==> src/rtl/sqm_pkg.sv <==
// Package for the stack/queue operation unit.
// Holds the transfer payload types, action and status codes, and the controller state type.
// No dependencies.
package sqm_pkg;

  // Action codes carried in the input transfer.
  localparam logic [2:0] ACT_PUSH = 3'd0;
  localparam logic [2:0] ACT_LIST = 3'd1;
  localparam logic [2:0] ACT_PEEK = 3'd2;
  localparam logic [2:0] ACT_POP  = 3'd3;
  localparam logic [2:0] ACT_SWAP = 3'd4;

  // Status codes carried in the output transfer.
  localparam logic [2:0] ST_OK         = 3'd0;
  localparam logic [2:0] ST_PEEK_EMPTY = 3'd1;
  localparam logic [2:0] ST_POP_EMPTY  = 3'd2;
  localparam logic [2:0] ST_SWAP_SHORT = 3'd3;
  localparam logic [2:0] ST_FULL       = 3'd4;
  localparam logic [2:0] ST_HALTED     = 3'd5;

  // Input transfer payload.
  typedef struct packed {
    logic [2:0]         action;
    logic signed [31:0] push_value;
  } in_t;

  // Output transfer payload.
  typedef struct packed {
    logic signed [31:0] result_value;
    logic               has_value;
    logic [2:0]         status;
    logic               last_result;
  } out_t;

  // Controller states.
  typedef enum logic [2:0] {
    S_IDLE,
    S_PEEK,
    S_LIST,
    S_SWAP_B,
    S_SWAP_WA,
    S_SWAP_WB
  } state_e;

endpackage

==> src/rtl/sqm_ram.sv <==
// Generic simple dual-port RAM: one write port and one read port with registered read data.
// Used for the entry store of the stack/queue unit. No dependencies.
module sqm_ram #(
  parameter int Width = 32,
  parameter int Depth = 32
) (
  input  logic                     clk_i,
  input  logic                     we_i,
  input  logic [$clog2(Depth)-1:0] waddr_i,
  input  logic [Width-1:0]         wdata_i,
  input  logic                     re_i,
  input  logic [$clog2(Depth)-1:0] raddr_i,
  output logic [Width-1:0]         rdata_o
);

  logic [Width-1:0] mem_q [Depth];
  logic [Width-1:0] rdata_q;

  // Write port.
  always_ff @(posedge clk_i) begin
    if (we_i) begin
      mem_q[waddr_i] <= wdata_i;
    end
  end

  // Read port; the data holds until the next read.
  always_ff @(posedge clk_i) begin
    if (re_i) begin
      rdata_q <= mem_q[raddr_i];
    end
  end

  assign rdata_o = rdata_q;

endmodule

==> src/rtl/stack_queue_machine.sv <==
// Push, pop, swap and error items load their result into the output register when taken;
// a peek reads the top entry first (S_PEEK). A list reads the top entry, then emits one
// entry per cycle while the output is not stalled. Items are taken only in idle with the
// output free; a swap steps through S_SWAP_B, S_SWAP_WA and S_SWAP_WB (two reads, two writes).
// Reset clears the pointer, count, halt, mode and output valid; the entry store is not cleared.
module stack_queue_machine
  import sqm_pkg::*;
#(
  parameter int STORE_DEPTH = 32
) (
  input  logic clk_i,
  input  logic rst_ni,
  input  logic in_valid_i,
  output logic in_ready_o,
  input  in_t  in_data_i,
  output logic out_valid_o,
  input  logic out_ready_i,
  output out_t out_data_o,
  input  logic cfg_valid_i,
  output logic cfg_ready_o,
  input  logic cfg_data_i
);

  localparam int PW = $clog2(STORE_DEPTH);
  localparam int CW = $clog2(STORE_DEPTH + 1);
  localparam logic [CW:0]   DEPTH_W = (CW + 1)'(STORE_DEPTH);
  localparam logic [PW-1:0] LAST_SLOT = PW'(STORE_DEPTH - 1);

  // Ring addition of a slot and an offset below the depth.
  function automatic logic [PW-1:0] wrap_add(logic [PW-1:0] a, logic [CW-1:0] b);
    logic [CW:0] s;
    s = (CW + 1)'(a) + (CW + 1)'(b);
    if (s >= DEPTH_W) begin
      s = s - DEPTH_W;
    end
    return s[PW-1:0];
  endfunction

  state_e        state_q, state_d;
  logic [PW-1:0] top_q, top_d;
  logic [CW-1:0] cnt_q, cnt_d;
  logic          halted_q, halted_d;
  logic          mode_q;
  logic          out_valid_q;
  out_t          out_data_q;
  logic [CW-1:0] list_idx_q, list_idx_d;
  logic [PW-1:0] list_addr_q, list_addr_d;
  logic [31:0]   swap_tmp_q, swap_tmp_d;

  logic          out_free, accept;
  logic          empty, full, short;
  logic [PW-1:0] top_inc, top_dec, tail, list_next;
  logic          last_entry;
  logic          mem_we, mem_re;
  logic [PW-1:0] mem_waddr, mem_raddr;
  logic [31:0]   mem_wdata, mem_rdata;
  logic          out_load;
  out_t          res;

  sqm_ram #(
    .Width(32),
    .Depth(STORE_DEPTH)
  ) u_store (
    .clk_i  (clk_i),
    .we_i   (mem_we),
    .waddr_i(mem_waddr),
    .wdata_i(mem_wdata),
    .re_i   (mem_re),
    .raddr_i(mem_raddr),
    .rdata_o(mem_rdata)
  );

  // Handshake and store status.
  assign out_free    = !out_valid_q || out_ready_i;
  assign in_ready_o  = (state_q == S_IDLE) && out_free;
  assign accept      = in_valid_i && in_ready_o;
  assign cfg_ready_o = 1'b1;
  assign out_valid_o = out_valid_q;
  assign out_data_o  = out_data_q;

  assign empty = (cnt_q == '0);
  assign full  = (cnt_q == CW'(STORE_DEPTH));
  assign short = (cnt_q < CW'(2));

  // Ring slot arithmetic.
  assign top_inc    = (top_q == LAST_SLOT) ? '0 : top_q + 1'b1;
  assign top_dec    = (top_q == '0) ? LAST_SLOT : top_q - 1'b1;
  assign tail       = wrap_add(top_q, cnt_q);
  assign list_next  = (list_addr_q == LAST_SLOT) ? '0 : list_addr_q + 1'b1;
  assign last_entry = ((list_idx_q + 1'b1) == cnt_q);

  // Next state. Items are only taken in idle, so a read never overlaps a pending write.
  always_comb begin
    state_d = state_q;
    unique case (state_q)
      S_IDLE: begin
        if (accept && !halted_q) begin
          if (in_data_i.action == ACT_LIST && !empty) begin
            state_d = S_LIST;
          end else if (in_data_i.action == ACT_PEEK && !empty) begin
            state_d = S_PEEK;
          end else if (in_data_i.action == ACT_SWAP && !short) begin
            state_d = S_SWAP_B;
          end
        end
      end
      S_PEEK: begin
        if (out_free) begin
          state_d = S_IDLE;
        end
      end
      S_LIST: begin
        if (out_free && last_entry) begin
          state_d = S_IDLE;
        end
      end
      S_SWAP_B:  state_d = S_SWAP_WA;
      S_SWAP_WA: state_d = S_SWAP_WB;
      S_SWAP_WB: state_d = S_IDLE;
      default:   state_d = S_IDLE;
    endcase
  end

  // Datapath control: store accesses, pointer updates and result formation.
  always_comb begin
    mem_we      = 1'b0;
    mem_waddr   = top_q;
    mem_wdata   = in_data_i.push_value;
    mem_re      = 1'b0;
    mem_raddr   = top_q;
    out_load    = 1'b0;
    res         = '0;
    res.last_result = 1'b1;
    top_d       = top_q;
    cnt_d       = cnt_q;
    halted_d    = halted_q;
    list_idx_d  = list_idx_q;
    list_addr_d = list_addr_q;
    swap_tmp_d  = swap_tmp_q;
    unique case (state_q)
      S_IDLE: begin
        if (accept) begin
          if (halted_q) begin
            res.status = ST_HALTED;
            out_load   = 1'b1;
          end else begin
            case (in_data_i.action)
              ACT_PUSH: begin
                out_load = 1'b1;
                if (full) begin
                  res.status = ST_FULL;
                  halted_d   = 1'b1;
                end else begin
                  mem_we = 1'b1;
                  if (!mode_q) begin
                    top_d     = top_dec;
                    mem_waddr = top_dec;
                  end else begin
                    mem_waddr = tail;
                  end
                  cnt_d = cnt_q + 1'b1;
                end
              end
              ACT_LIST: begin
                if (empty) begin
                  out_load = 1'b1;
                end else begin
                  mem_re      = 1'b1;
                  list_idx_d  = '0;
                  list_addr_d = top_q;
                end
              end
              ACT_PEEK: begin
                if (empty) begin
                  res.status = ST_PEEK_EMPTY;
                  halted_d   = 1'b1;
                  out_load   = 1'b1;
                end else begin
                  mem_re = 1'b1;
                end
              end
              ACT_POP: begin
                out_load = 1'b1;
                if (empty) begin
                  res.status = ST_POP_EMPTY;
                  halted_d   = 1'b1;
                end else begin
                  top_d = top_inc;
                  cnt_d = cnt_q - 1'b1;
                end
              end
              ACT_SWAP: begin
                out_load = 1'b1;
                if (short) begin
                  res.status = ST_SWAP_SHORT;
                  halted_d   = 1'b1;
                end else begin
                  mem_re = 1'b1;
                end
              end
              default: begin
                out_load = 1'b1;
              end
            endcase
          end
        end
      end
      S_PEEK: begin
        if (out_free) begin
          res.result_value = mem_rdata;
          res.has_value    = 1'b1;
          out_load         = 1'b1;
        end
      end
      S_LIST: begin
        // Emit the entry last read from the store and fetch the next one in the same cycle.
        if (out_free) begin
          res.result_value = mem_rdata;
          res.has_value    = 1'b1;
          res.last_result  = last_entry;
          out_load         = 1'b1;
          if (!last_entry) begin
            mem_re      = 1'b1;
            mem_raddr   = list_next;
            list_addr_d = list_next;
            list_idx_d  = list_idx_q + 1'b1;
          end
        end
      end
      S_SWAP_B: begin
        swap_tmp_d = mem_rdata;
        mem_re     = 1'b1;
        mem_raddr  = top_inc;
      end
      S_SWAP_WA: begin
        mem_we    = 1'b1;
        mem_waddr = top_q;
        mem_wdata = mem_rdata;
      end
      S_SWAP_WB: begin
        mem_we    = 1'b1;
        mem_waddr = top_inc;
        mem_wdata = swap_tmp_q;
      end
      default: begin
      end
    endcase
  end

  // Control registers.
  always_ff @(posedge clk_i or negedge rst_ni) begin
    if (!rst_ni) begin
      state_q     <= S_IDLE;
      top_q       <= '0;
      cnt_q       <= '0;
      halted_q    <= 1'b0;
      mode_q      <= 1'b0;
      out_valid_q <= 1'b0;
    end else begin
      state_q  <= state_d;
      top_q    <= top_d;
      cnt_q    <= cnt_d;
      halted_q <= halted_d;
      if (cfg_valid_i) begin
        mode_q <= cfg_data_i;
      end
      if (out_load) begin
        out_valid_q <= 1'b1;
      end else if (out_ready_i) begin
        out_valid_q <= 1'b0;
      end
    end
  end

  // Payload registers.
  always_ff @(posedge clk_i) begin
    if (out_load) begin
      out_data_q <= res;
    end
    list_idx_q  <= list_idx_d;
    list_addr_q <= list_addr_d;
    swap_tmp_q  <= swap_tmp_d;
  end

`ifndef SYNTHESIS
  // The fill count never passes the depth.
  assert property (@(posedge clk_i) disable iff (!rst_ni) cnt_q <= CW'(STORE_DEPTH))
    else $error("entry count beyond store depth");

  // Once latched, the halt stays until reset.
  assert property (@(posedge clk_i) disable iff (!rst_ni) halted_q |=> halted_q)
    else $error("halt cleared without reset");

  // A listing only runs over a non-empty store.
  assert property (@(posedge clk_i) disable iff (!rst_ni) (state_q == S_LIST) |-> !empty)
    else $error("listing an empty store");

  // A new result is never loaded over one that waits to be taken.
  assert property (@(posedge clk_i) disable iff (!rst_ni)
    (out_valid_q && !out_ready_i) |-> !out_load)
    else $error("output overwritten while stalled");
`endif

endmodule

==> config.mk <==
export PLATFORM = sky130hd
export DESIGN_NAME = stack_queue_machine
export DESIGN_NICKNAME = d
export VERILOG_FILES = /design/src/rtl/sqm_pkg.sv /design/src/rtl/sqm_ram.sv /design/src/rtl/stack_queue_machine.sv
export SDC_FILE = /design/constraint.sdc
export NUM_CORES = 2
export LEC_CHECK = 0
export ABC_AREA = 1
export BUFFER_PORTS_ARGS = -buffer_cell sky130_fd_sc_hd__buf_2
export CORE_ASPECT_RATIO = 2
export CORE_UTILIZATION = 42
export DETAILED_ROUTE_END_ITERATION = 7
export HOLD_SLACK_MARGIN = 0.05
export PLACE_DENSITY = 0.66
export SLEW_MARGIN = 15
export SYNTH_ARGS = -nofsm -noshare
export SYNTH_HDL_FRONTEND = slang
export SYNTH_SLANG_ARGS = --single-unit
==> constraint.sdc <==
create_clock -name clk_i -period 5.3 [get_ports clk_i]
set_input_delay 1.325 -clock clk_i [delete_from_list [all_inputs] [get_ports clk_i]]
set_output_delay 1.325 -clock clk_i [all_outputs]
set_load 0.02 [all_outputs]
==> results.cfg <==
[status]
status = complete, no violations

[floorplan]
dieHeight_um = 496
core-area_sq_mm = 0.121
die_area_sq_mm = 0.123
core.rowCount = 180
die_w_um = 249
start_util_pct = 42.4
ioPinCount = 81

[critical_path]
r2r_slack_ns = 1.14
crit_required_ns = 5.68
start_kind = register
reg2reg_from = top_q[1]
rr_worst_depth = 13
endpoint_kind = register
criticalPathCategory = register to register
r2r-end = u_store.mem_q[9][25]
crit_arrival_ns = 4.54
cp-startpoint = top_q[1]
cp_max_fo = 19
cp-endpoint = u_store.mem_q[9][25]

[power_and_ir_drop]
p_sw_share_pct = 41.7
power_switching_mw = 13.8
share_seq_of_total_power_pct = 36.4
fin_total_pwr_mw = 33.1
p_int_mw = 19.3
leakage_nw = 22.8
powerDensity_mw_per_mm2 = 579
power_frac_comb_pct = 41.8
pwr-share-clk_pct = 21.8
vdd_ir_drop_max_v = 0.000564

[cells_and_area]
drive_above_1_share_pct = 9.11
final_common_cell = nand2_1
fillCellCount = 10700
syn_to_final_growth_pct = 11.5
layout.cells.non_filler = 6453
finalNetCount = 4885
most-common-layout-cells = nand2_1, edfxtp_1, nand3_1

[synth]
netlist_area_sq_mm = 0.0512
avgSynthCellArea_sq_um = 10.7
synth_edf_count = 1136
synth_ff_type = edfxtp_1
synth_nets = 4842
synthCells = 4785
yosysWarnings = 0
async_flop_share_pct = 1.47
synth_seq_cells = 1153
ys_seq_area_share_pct = 67.4
netlist-cell-type-count = 44

[hold_path]
hold_depth = 0
hold_class = register to register

[cts]
tritoncts = yes
cts_setup_buffers = 0
hold_buffers = 0
root_buffer = clkbuf_16
clk_latency_ns = 0.71
h-tree-depth = 3
clock_path_buffers = 3
cts.repair.resized = 0
clk_transition_reported_paths_ns = 0.07
cts_inserted_buffers = 91
cts_sinks = 1153

[timing]
setup_viol = 0
fin_skew_ns = 0.0315
slew_headroom_pct = 21.5
slew_viol_final = 0
max_freq_ghz = 0.241
tns_ns = 0
grt_setup_unrepaired = false
period_share_pct = 78.4
tightest_slew_ns = 1.17
min_period_ns = 4.16
postLayoutSetupSlackWorst_ns = 1.14
finalHoldViolCount = 0

[grt]
grt_usage_pct = 23.6
grt_max_degree = 145
grt_pass1_vias = 34400
grt_pass1_wl_mm = 217
grt-ovfl-total = 0
grt_antenna_before_repair = 4

[placed_design]
dp_hpwl_mm = 83.5
pre_cts_ws_ns = 0.917
gp_congestion = 0.916
dp_cells = 6282
io_buffers = 79

[route]
drt_wl_total_mm = 148
vias_per_cell = 5.55
drt_iter0_markers = 3836
wl_per_cell_um = 22.9
via_count = 35800
drcViolationCount = 0
drtPass1Iterations = 6
ant_nets = 0

[job]
cap_viol_max_count = 0
final cells by class:
| class | instances | area, sq um | share of cell area (%) |
|---|---|---|---|
| inverter | 642 | 2420 | 4.24 |
| tap | 1547 | 1940 | 3.39 |
| antenna | 1 | 2.50 | 0.00438 |
| sequential | 1153 | 34500 | 60.4 |
| timing repair buffer | 238 | 2130 | 3.72 |
| multi-input combinational | 2702 | 13000 | 22.8 |
| clock inverter | 60 | 688 | 1.20 |
| clock buffer | 110 | 2420 | 4.24 |
critical path, stage by stage, from the launching register on:
cell      delay, ns
dfrtp_1        0.52
inv_1          0.27
fa_1           0.50
o21ai_0        0.20
a21oi_1        0.11
o21ai_0        0.44
nand2_1        0.10
o211ai_1       0.11
o21ai_1        0.09
nor2_1         0.23
and2_1         0.20
nand2_1        0.26
nor2_4         0.52
buf_12         0.28
per-stage QoR:
| step | area, sq um | hold slack (ns) | util [%] |
|---|---|---|---|
| after floorplan | 51200 | 0.426 | - |
| after global placement | 54000 | 0.436 | 44.8 |
| after detailed placement | 54000 | 0.437 | 44.8 |
| after CTS | 57200 | 0.450 | 47.3 |
| after global routing | 57200 | 0.458 | 47.3 |
| final | 57200 | 0.450 | 47.3 |
registers in the layout, summed over array words and instances (netlist names):
signal	flops
cnt_q	6
halted_q	1
list_addr_q	5
list_idx_q	6
mode_q	1
out_data_o	37
out_valid_o	1
state_q	3
swap_tmp_q	32
top_q	5
u_store.mem_q	1024
u_store.rdata_o	32
routing by layer:
layer / vias up / global-route usage (%) / part of all wire [%]
li1: 16300 / - / -
met1: 17400 / 26.0 / 35
met2: 1697 / 42.9 / 51
met3: 422 / 3.39 / 7.3
met4: 0 / 14.5 / 6.5
met5: - / 0 / 0
cells in the mapped netlist (2+ instances only):
| cell | n | area [sq um] |
|---|---|---|
| nand2_1 | 1146 | 4300 |
| edfxtp_1 | 1136 | 34100 |
| nand3_1 | 1112 | 5570 |
| inv_1 | 626 | 2350 |
| nand3b_1 | 160 | 1200 |
| buf_2 | 147 | 736 |
| nor2_1 | 111 | 417 |
| clkbuf_1 | 79 | 297 |
| o211ai_1 | 41 | 308 |
| o21ai_0 | 36 | 180 |
| buf_4 | 31 | 233 |
| a21oi_1 | 25 | 125 |
| buf_6 | 22 | 248 |
| dfrtp_1 | 17 | 425 |
| ha_1 | 14 | 175 |
| inv_2 | 13 | 48.8 |
| buf_1 | 7 | 26.3 |
| nand4_1 | 6 | 37.5 |
| nor2_2 | 6 | 37.5 |
| a22oi_1 | 4 | 30.0 |
| nor3_1 | 4 | 20.0 |
| o21ai_1 | 4 | 20.0 |
| xor2_1 | 4 | 35.0 |
| clkinv_1 | 3 | 11.3 |
| nand2_2 | 3 | 18.8 |
| nand3_2 | 3 | 30.0 |
| nor2_4 | 3 | 33.8 |
| fa_1 | 2 | 40.0 |
| nand2_4 | 2 | 22.5 |
| o21bai_1 | 2 | 15.0 |
| o22ai_1 | 2 | 12.5 |
| xnor2_1 | 2 | 17.5 |
how the worst min path moves through the flow:
| stage | start | end | slack [ns] |
|---|---|---|---|
| 2_1_floorplan | u_store.rdata_o[0] | swap_tmp_q[0] | 0.43 |
| 3_3_place_gp | u_store.rdata_o[1] | swap_tmp_q[1] | 0.44 |
| 3_5_place_dp | u_store.rdata_o[12] | swap_tmp_q[12] | 0.44 |
| 4_1_cts | u_store.rdata_o[29] | swap_tmp_q[29] | 0.45 |
| 5_1_grt | u_store.rdata_o[12] | swap_tmp_q[12] | 0.46 |
| 6_report | u_store.rdata_o[27] | swap_tmp_q[27] | 0.45 |
power groups by stage:
stage	Clock (mW)	Sequential (mW)	Combinational (mW)
3_5_place_dp	0	12.2	13.6
5_1_grt	7.59	12.1	14.9
2_1_floorplan	0	12.3	8.90
3_3_place_gp	0	12.2	13.5
6_report	7.22	12.0	13.8
4_1_cts	7.29	12.0	13.7
kinds of logic (layout without fill, tap and decap cells):
| group | Yosys count | after routing | synth area share, % |
|---|---|---|---|
| AND/OR/NAND/NOR | 2558 | 2558 | 22.8 |
| AO/OA/AOI/OAI | 121 | 121 | 1.46 |
| adder cells (fa/ha/maj) | 16 | 16 | 0.420 |
| buffers and inverters | 930 | 1050 | 7.77 |
| XOR/XNOR | 6 | 6 | 0.103 |
| flip-flops | 1153 | 1153 | 67.4 |
| other | 1 | 2 | 0.00732 |
(Power assumes the default switching activity.)
